**src/hw/rtl/chdec_pkg.sv**
```systemverilog
// Shared types, byte constants and a hex digit helper for the chunked body decoder.
package chdec_pkg;

	localparam int SIZE_DIGITS_DEF = 8;

	localparam logic [7:0] CH_ZERO  = 8'h30;
	localparam logic [7:0] CH_NINE  = 8'h39;
	localparam logic [7:0] CH_LA    = 8'h61;
	localparam logic [7:0] CH_LF_HI = 8'h66;
	localparam logic [7:0] CH_UA    = 8'h41;
	localparam logic [7:0] CH_UF    = 8'h46;
	localparam logic [7:0] CH_SEMI  = 8'h3b;
	localparam logic [7:0] CH_CR    = 8'h0d;
	localparam logic [3:0] HEX_TEN  = 4'ha;

	typedef enum logic [2:0] {
		PH_SIZE  = 3'd0,
		PH_EXT   = 3'd1,
		PH_LF    = 3'd2,
		PH_DATA  = 3'd3,
		PH_TRAIL = 3'd4,
		PH_ENDLF = 3'd5,
		PH_DONE  = 3'd6,
		PH_ERR   = 3'd7
	} phase_t;

	typedef enum logic [2:0] {
		K_FRAME  = 3'd0,
		K_BODY   = 3'd1,
		K_END    = 3'd2,
		K_ERROR  = 3'd3,
		K_IGNORE = 3'd4
	} kind_t;

	typedef struct packed {
		kind_t      kind;
		logic [7:0] body_byte;
	} result_t;

	typedef struct packed {
		logic       ok;
		logic [3:0] value;
	} hex_t;

	function automatic hex_t hex_decode(input logic [7:0] c);
		hex_t h;
		h.ok = 1'b1;
		h.value = 4'd0;
		if (c >= CH_ZERO && c <= CH_NINE) begin
			h.value = 4'(c - CH_ZERO);
		end else if (c >= CH_LA && c <= CH_LF_HI) begin
			h.value = 4'(c - CH_LA) + HEX_TEN;
		end else if (c >= CH_UA && c <= CH_UF) begin
			h.value = 4'(c - CH_UA) + HEX_TEN;
		end else begin
			h.ok = 1'b0;
		end
		return h;
	endfunction

endpackage

```
**src/hw/rtl/chdec_if.sv**
```systemverilog
// Valid/ready channel interfaces for the input bytes and the decoded results.
interface chdec_in_if;
	logic       valid;
	logic       ready;
	logic [7:0] data_byte;
	logic       start_req;

	modport source (output valid, output data_byte, output start_req, input ready);
	modport sink (input valid, input data_byte, input start_req, output ready);
endinterface

interface chdec_out_if;
	logic                valid;
	logic                ready;
	chdec_pkg::kind_t    kind;
	logic [7:0]          body_byte;

	modport source (output valid, output kind, output body_byte, input ready);
	modport sink (input valid, input kind, input body_byte, output ready);
endinterface

```
**src/hw/rtl/chdec_step.sv**
```systemverilog
// Next-state and result logic for one byte of the chunked body parser.
module chdec_step #(
	parameter int SIZE_DIGITS = chdec_pkg::SIZE_DIGITS_DEF
) (
	input  chdec_pkg::phase_t                     phase,
	input  logic [4*SIZE_DIGITS-1:0]              chunk,
	input  logic [$clog2(SIZE_DIGITS+1)-1:0]      dcnt,
	input  logic [1:0]                            skip,
	input  logic [7:0]                            data_byte,
	input  logic                                  start_req,
	output chdec_pkg::phase_t                     phase_nx,
	output logic [4*SIZE_DIGITS-1:0]              chunk_nx,
	output logic [$clog2(SIZE_DIGITS+1)-1:0]      dcnt_nx,
	output logic [1:0]                            skip_nx,
	output chdec_pkg::result_t                    result
);
	localparam int CW = 4 * SIZE_DIGITS;
	localparam int DW = $clog2(SIZE_DIGITS + 1);

	chdec_pkg::phase_t    ph;
	logic [CW-1:0]        ch;
	logic [DW-1:0]        dc;
	logic [1:0]           sk;
	logic [CW-1:0]        ch_dec;
	chdec_pkg::hex_t      hx;

	always_comb begin
		ph = start_req ? chdec_pkg::PH_SIZE : phase;
		ch = start_req ? '0 : chunk;
		dc = start_req ? '0 : dcnt;
		sk = start_req ? 2'd0 : skip;
		hx = chdec_pkg::hex_decode(data_byte);
		ch_dec = ch - CW'(1);

		phase_nx = ph;
		chunk_nx = ch;
		dcnt_nx = dc;
		skip_nx = sk;
		result.kind = chdec_pkg::K_FRAME;
		result.body_byte = 8'd0;

		unique case (ph)
			chdec_pkg::PH_SIZE, chdec_pkg::PH_EXT: begin
				if (data_byte == chdec_pkg::CH_CR) begin
					if (dc == '0) begin
						phase_nx = chdec_pkg::PH_ERR;
						result.kind = chdec_pkg::K_ERROR;
					end else begin
						phase_nx = (ch == '0) ? chdec_pkg::PH_ENDLF : chdec_pkg::PH_LF;
					end
				end else if (data_byte == chdec_pkg::CH_SEMI) begin
					if (ph == chdec_pkg::PH_EXT || dc == '0) begin
						phase_nx = chdec_pkg::PH_ERR;
						result.kind = chdec_pkg::K_ERROR;
					end else begin
						phase_nx = chdec_pkg::PH_EXT;
					end
				end else if (ph == chdec_pkg::PH_SIZE) begin
					if (!hx.ok || dc >= DW'(SIZE_DIGITS)) begin
						phase_nx = chdec_pkg::PH_ERR;
						result.kind = chdec_pkg::K_ERROR;
					end else begin
						chunk_nx = (ch << 4) | CW'(hx.value);
						dcnt_nx = dc + DW'(1);
					end
				end
			end
			chdec_pkg::PH_LF: begin
				phase_nx = chdec_pkg::PH_DATA;
			end
			chdec_pkg::PH_DATA: begin
				result.kind = chdec_pkg::K_BODY;
				result.body_byte = data_byte;
				chunk_nx = ch_dec;
				if (ch_dec == '0) begin
					phase_nx = chdec_pkg::PH_TRAIL;
					skip_nx = 2'd2;
				end
			end
			chdec_pkg::PH_TRAIL: begin
				skip_nx = sk - 2'd1;
				if (sk == 2'd1) begin
					phase_nx = chdec_pkg::PH_SIZE;
					chunk_nx = '0;
					dcnt_nx = '0;
					skip_nx = 2'd0;
				end
			end
			chdec_pkg::PH_ENDLF: begin
				phase_nx = chdec_pkg::PH_DONE;
				result.kind = chdec_pkg::K_END;
			end
			chdec_pkg::PH_DONE, chdec_pkg::PH_ERR: begin
				result.kind = chdec_pkg::K_IGNORE;
			end
			default: begin
				result.kind = chdec_pkg::K_IGNORE;
			end
		endcase
	end
endmodule

```
**src/hw/rtl/http_chunked_body_decoder_top.sv**
```systemverilog
// Top level of the chunked body decoder: parse state and result register.
//
//   channel   direction   payload                       word
//   in_ch     sink        data_byte[7:0], start_req     one body byte
//   out_ch    source      kind[2:0], body_byte[7:0]     one result per byte
//
// Each accepted word is parsed in the cycle it arrives, and its result appears
// in the output register in the next cycle. One word is accepted per cycle
// unless stalled: the input stalls only while the output is full and not taken.
// Reset returns the parser to the start of a size line with a zero count.
module http_chunked_body_decoder_top #(
	parameter int SIZE_DIGITS = chdec_pkg::SIZE_DIGITS_DEF
) (
	input  logic        clk,
	input  logic        arst_n,
	chdec_in_if.sink    in_ch,
	chdec_out_if.source out_ch
);
	localparam int CW = 4 * SIZE_DIGITS;
	localparam int DW = $clog2(SIZE_DIGITS + 1);

	chdec_pkg::phase_t   phase_q, phase_nx;
	logic [CW-1:0]       chunk_q, chunk_nx;
	logic [DW-1:0]       dcnt_q, dcnt_nx;
	logic [1:0]          skip_q, skip_nx;
	chdec_pkg::result_t  result, result_q;
	logic                out_valid_q;
	logic                in_acc;

	assign in_ch.ready = !out_valid_q || out_ch.ready;
	assign in_acc = in_ch.valid && in_ch.ready;

	chdec_step #(.SIZE_DIGITS(SIZE_DIGITS)) u_step (
		.phase     (phase_q),
		.chunk     (chunk_q),
		.dcnt      (dcnt_q),
		.skip      (skip_q),
		.data_byte (in_ch.data_byte),
		.start_req (in_ch.start_req),
		.phase_nx  (phase_nx),
		.chunk_nx  (chunk_nx),
		.dcnt_nx   (dcnt_nx),
		.skip_nx   (skip_nx),
		.result    (result)
	);

	always_ff @(posedge clk or negedge arst_n) begin
		if (!arst_n) begin
			phase_q <= chdec_pkg::PH_SIZE;
			chunk_q <= '0;
			dcnt_q <= '0;
			skip_q <= 2'd0;
			out_valid_q <= 1'b0;
		end else begin
			if (in_acc) begin
				phase_q <= phase_nx;
				chunk_q <= chunk_nx;
				dcnt_q <= dcnt_nx;
				skip_q <= skip_nx;
				out_valid_q <= 1'b1;
			end else if (out_ch.ready) begin
				out_valid_q <= 1'b0;
			end
		end
	end

	always_ff @(posedge clk) begin
		if (in_acc) begin
			result_q <= result;
		end
	end

	assign out_ch.valid = out_valid_q;
	assign out_ch.kind = result_q.kind;
	assign out_ch.body_byte = result_q.body_byte;

	a_data_nonzero: assert property (@(posedge clk) disable iff (!arst_n)
		phase_q == chdec_pkg::PH_DATA |-> chunk_q != '0)
		else $error("Data phase entered with no bytes due.");

	a_data_body: assert property (@(posedge clk) disable iff (!arst_n)
		(in_acc && !in_ch.start_req && phase_q == chdec_pkg::PH_DATA)
		|=> (out_ch.kind == chdec_pkg::K_BODY && out_ch.body_byte == $past(in_ch.data_byte)))
		else $error("Data phase byte not passed out as a body byte.");

	a_done_ignore: assert property (@(posedge clk) disable iff (!arst_n)
		(in_acc && !in_ch.start_req &&
			(phase_q == chdec_pkg::PH_DONE || phase_q == chdec_pkg::PH_ERR))
		|=> (out_ch.kind == chdec_pkg::K_IGNORE && phase_q == $past(phase_q)))
		else $error("Byte after end or error not ignored.");

	a_digit_limit: assert property (@(posedge clk) disable iff (!arst_n)
		dcnt_q <= DW'(SIZE_DIGITS))
		else $error("Digit count beyond the size limit.");
endmodule

```
**src/flat_wrapper.sv**
```systemverilog
// flat-port wrapper written by rule: the top's interface ports become plain ports
module http_chunked_body_decoder_top_flat 
#(
	parameter int SIZE_DIGITS = chdec_pkg::SIZE_DIGITS_DEF
)
  (clk, arst_n, in_ch_valid, in_ch_data_byte, in_ch_start_req, in_ch_ready, out_ch_valid, out_ch_kind, out_ch_body_byte, out_ch_ready);
  chdec_in_if in_ch_i ();
  chdec_out_if out_ch_i ();
  input  logic clk;
  input  logic arst_n;
  input wire logic [$bits(in_ch_i.valid)-1:0] in_ch_valid;
  input wire logic [$bits(in_ch_i.data_byte)-1:0] in_ch_data_byte;
  input wire logic [$bits(in_ch_i.start_req)-1:0] in_ch_start_req;
  output wire logic [$bits(in_ch_i.ready)-1:0] in_ch_ready;
  output wire logic [$bits(out_ch_i.valid)-1:0] out_ch_valid;
  output wire logic [$bits(out_ch_i.kind)-1:0] out_ch_kind;
  output wire logic [$bits(out_ch_i.body_byte)-1:0] out_ch_body_byte;
  input wire logic [$bits(out_ch_i.ready)-1:0] out_ch_ready;
  assign in_ch_i.valid = in_ch_valid;
  assign in_ch_i.data_byte = in_ch_data_byte;
  assign in_ch_i.start_req = in_ch_start_req;
  assign in_ch_ready = in_ch_i.ready;
  assign out_ch_valid = out_ch_i.valid;
  assign out_ch_kind = out_ch_i.kind;
  assign out_ch_body_byte = out_ch_i.body_byte;
  assign out_ch_i.ready = out_ch_ready;
  http_chunked_body_decoder_top #(.SIZE_DIGITS(SIZE_DIGITS)) u_core (.clk(clk), .arst_n(arst_n), .in_ch(in_ch_i), .out_ch(out_ch_i));
endmodule
```
**config.mk**
```make
export PLATFORM = sky130hd
export DESIGN_NAME = http_chunked_body_decoder_top_flat
export DESIGN_NICKNAME = d
export VERILOG_FILES = /design/src/hw/rtl/chdec_pkg.sv /design/src/hw/rtl/chdec_if.sv /design/src/hw/rtl/chdec_step.sv /design/src/hw/rtl/http_chunked_body_decoder_top.sv /design/src/flat_wrapper.sv
export SDC_FILE = /design/constraint.sdc
export NUM_CORES = 1
export LEC_CHECK = 0
export ABC_AREA = 1
export BUFFER_PORTS_ARGS = -buffer_cell sky130_fd_sc_hd__buf_4
export CAP_MARGIN = 40
export CORE_MARGIN = 1
export CORE_UTILIZATION = 40
export DETAILED_ROUTE_END_ITERATION = 12
export GPL_TIMING_DRIVEN = 0
export PLACE_DENSITY = 0.53
export SLEW_MARGIN = 20
export SYNTH_ARGS = -nofsm -noshare
export SYNTH_HDL_FRONTEND = slang
export SYNTH_SLANG_ARGS = --single-unit
```
**constraint.sdc**
```tcl
create_clock -name clk -period 5.05 [get_ports clk]
set_input_delay 0.2525 -clock clk [delete_from_list [all_inputs] [get_ports clk]]
set_output_delay 0.2525 -clock clk [all_outputs]
set_load 0.03 [all_outputs]
```
==> metrics.md <==
| Metric | Value |
|---|---|
| Status | finished clean |
| GPL Wtd Cong | 0.944 |
| Diode count | 0 |
| First-pass GRT wire length | 27.4 mm |
| FF+latch count, synth | 53 |
| RSZ-0062 raised after global routing | false |
| Core Region | 12100 sq um |
| Cells after Synth | 779 |
| Detailed Routing Iterations Pass 1 | 5 |
| Multi-input gate area | 3070 sq um |
| DRC violations left | 0 |
| Maximum vdd drop | 0.176 mV |
| Maximum clock path buffer count | 2 |
| Register area share after synthesis | 0.278 |
| Clock Latency Late Sink | 0.31 ns |
| DRT iter0 DRCs | 409 |
| Period utilization | 0.523 |
| Storage element area | 1380 sq um |
| Crit. Startpoint | u_core.chunk_q[0] |
| Fmax | 379 MHz |
| Die extent in y | 113 microns |
| Drt total wl | 17.2 mm |
| Element type at the critical path end | flop |
| Initial Util | 0.412 |
| Place WS | 2.21 ns |
| Number of synthesized flops with an enable pin | 11 |
| Layout area overhead | 11.5% |
| Met3 usage | 0.0372 |
| Total die area | 12900 sq um |
| Setup ws final | 2.41 ns |
| Fin. Hold Viols | 0 |
| Fill count | 1278 |
| Overall Power | 2440 uW |
| Avg Cell Area, Syn | 6.38 sq um |
| Crit start category | flop |
| Worst path arrival time | 2.84 ns |
| Clock tree sinks | 53 |
| Leak Pwr | 0.00286 uW |
| Nets | 834 |
| Most used DFF post-synth | dfrtp_1 |
| Least-Margin Pin Slew | 0.723 ns |
| Worst hold path class | in2reg |
| WHS | 0.212 ns |
| Top-area cell type share of the netlist area | 0.211 |
| I/O pin count | 26 |
| Max H-tree Level | 2 |
| Met2 Usage GRT | 0.450 |
| Worst hold start | out_ch_ready |
| Max_cap viols | 0 |
| GRT Total Usage | 0.278 |
| Wirelength per Cell | 17.5 microns |
| Vias/cell | 5.49 |
| FP Rows | 40 |
| Dpl hpwl | 13.2 mm |
| Largest net degree at the start of global routing | 43 |
| Pwr dens | 441 nW/um^2 |
| Clock transition at path regs | 0.08 ns |
| Top-count cell post-synth | nand2_1 |
| Grt ovf | 0 |
| Buffers on Ports | 25 |
| Clock Skew | 0.00982 ns |
| Asr flop ratio synth | 0.792 |
| Fin crit period | 2.64 ns |
| Vias in the first global route | 5039 |
| DR vias | 5391 |
| Crit Path Class | reg2reg |
| Synth warn | 0 |
| Antenna violations before repair | 0 |
| Yosys cell types | 43 |
| Synthesized cell area | 4970 sq um |
| Synth Net Count | 800 |
| Synth cell count leaders | 252 x nand2_1, 85 x nor2_1, 81 x inv_1 |
| Final Util | 0.459 |
| Area contributors post-synth | dfrtp_1 21%, nand2_1 19%, edfxtp_1 6.6%, nor2_1 6.4%, inv_1 6.1% |
| CTS Buf Count | 5 |
| Final Setup Violations | 0 |
| Origin of the critical flop-to-flop path | u_core.chunk_q[0] |
| Final setup TNS | 0 ns |
| Final Slew Violations | 0 |
| Worst Path Required | 5.25 ns |
| Met1 Use GR | 0.374 |
| Post-synth top area cell | dfrtp_1 |
| Root Driver | clkbuf_16 |
| Crit-path max FO | 7 |
| CTS tree | built |
| PostCTS Resize Cnt | 0 |
| GRT Max-Usage Layer | met2 |
| Layout cells sized above 1 | 0.144 |
| Routed Antenna Nets | 0 |
| Die width | 113 microns |
| Slew margin rel. | 0.518 |
[worst max-delay path, cell delays in order, from the launching register on]
cell	delay (ns)
dfrtp_1	0.37
inv_1	0.08
nor2_2	0.07
inv_2	0.11
ha_1	0.30
nand3_4	0.16
nor2_4	0.24
nand2_2	0.13
nor2_2	0.11
xor2_1	0.28
nand3_1	0.15
nor2_2	0.20
nand2_1	0.08
nand2_2	0.09
nand2_1	0.05
nand2_1	0.06
nand2_1	0.05
[logic make-up (layout without fill, tap and decap cells)]
group,Yosys count,after routing,share of synthesized area
simple gates,456,456,0.416
compound gates,137,137,0.173
buf+inv,121,156,0.105
flops,53,53,0.278
fa+ha+maj,8,8,0.0201
xor+xnor,4,4,0.00705
[worst paths after layout]
| kind | depth (start not counted) | slack (ns) | end |
|---|---|---|---|
| setup reg to reg | 16 | 2.41 | u_core.phase_q[0] |
| max in group asynchronous | 2 | 4.14 | u_core.chunk_q[26] |
| hold reg to reg | 2 | 0.48 | u_core.chunk_q[31] |
| min in group asynchronous | 2 | 0.50 | u_core.chunk_q[2] |
| setup / recovery | 16 | 2.41 | u_core.phase_q[0] |
| hold / removal | 4 | 0.21 | u_core.out_ch.valid |
[stage by stage]
stage,instance area (sq um),instances
global route,5540,982
detailed placement,5380,973
CTS,5540,982
finish,5540,982
global placement,5370,972
floorplan,4970,779
[per-layer routing]
| metal | share of wire | routed length [microns] |
|---|---|---|
| met1 | 0.46 | 7860 |
| met2 | 0.45 | 7810 |
| met3 | 0.059 | 1010 |
| met4 | 0.029 | 495 |
| met5 | 0 | 0 |
[cell usage in the layout (no fill, tap or decap), drive strengths merged, types with 2 or more instances in the layout]
master	netlist	routed
nand3	53	53
ha	8	8
o31ai	3	3
o2111ai	12	12
xor2	3	3
clkbuf	14	19
dfrtp	42	42
o211ai	9	9
a31oi	8	8
a21oi	43	43
o21ai	43	43
a221oi	4	4
a32oi	2	2
o22ai	2	2
nor3	6	6
nand2	276	276
nor2	110	110
nand4	10	10
buf	15	41
o221ai	4	4
edfxtp	11	11
inv	92	93
a41oi	5	5
[state kept, by name, summed over array words and instances (netlist names)]
signal	count
u_core.chunk_q	32
u_core.out_ch.kind	3
u_core.out_ch.body_byte	8
u_core.dcnt_q	4
u_core.phase_q	3
u_core.skip_q	2
u_core.out_ch.valid	1
[cell type report]
type | instances | area share
Multi-Input combinational cell | 605 | 0.553
Clock inverter | 3 | 0.00384
Tap cell | 168 | 0.0379
Sequential cell | 53 | 0.249
Inverter | 92 | 0.0623
Timing Repair Buffer | 27 | 0.0384
Buffer | 29 | 0.0323
Clock buffer | 5 | 0.0226
[power by group]
group	switching (uW)	leakage [uW]	internal (uW)
clock network	182	0.0000702	186
registers	116	0.000635	564
logic	973	0.00216	422
[repair_timing]
item,in CTS,in global routing
setup buffers,0,0
endpoints found under the hold margin,42,0
hold buffers,1,0
Power figures use the tool's default switching activity.
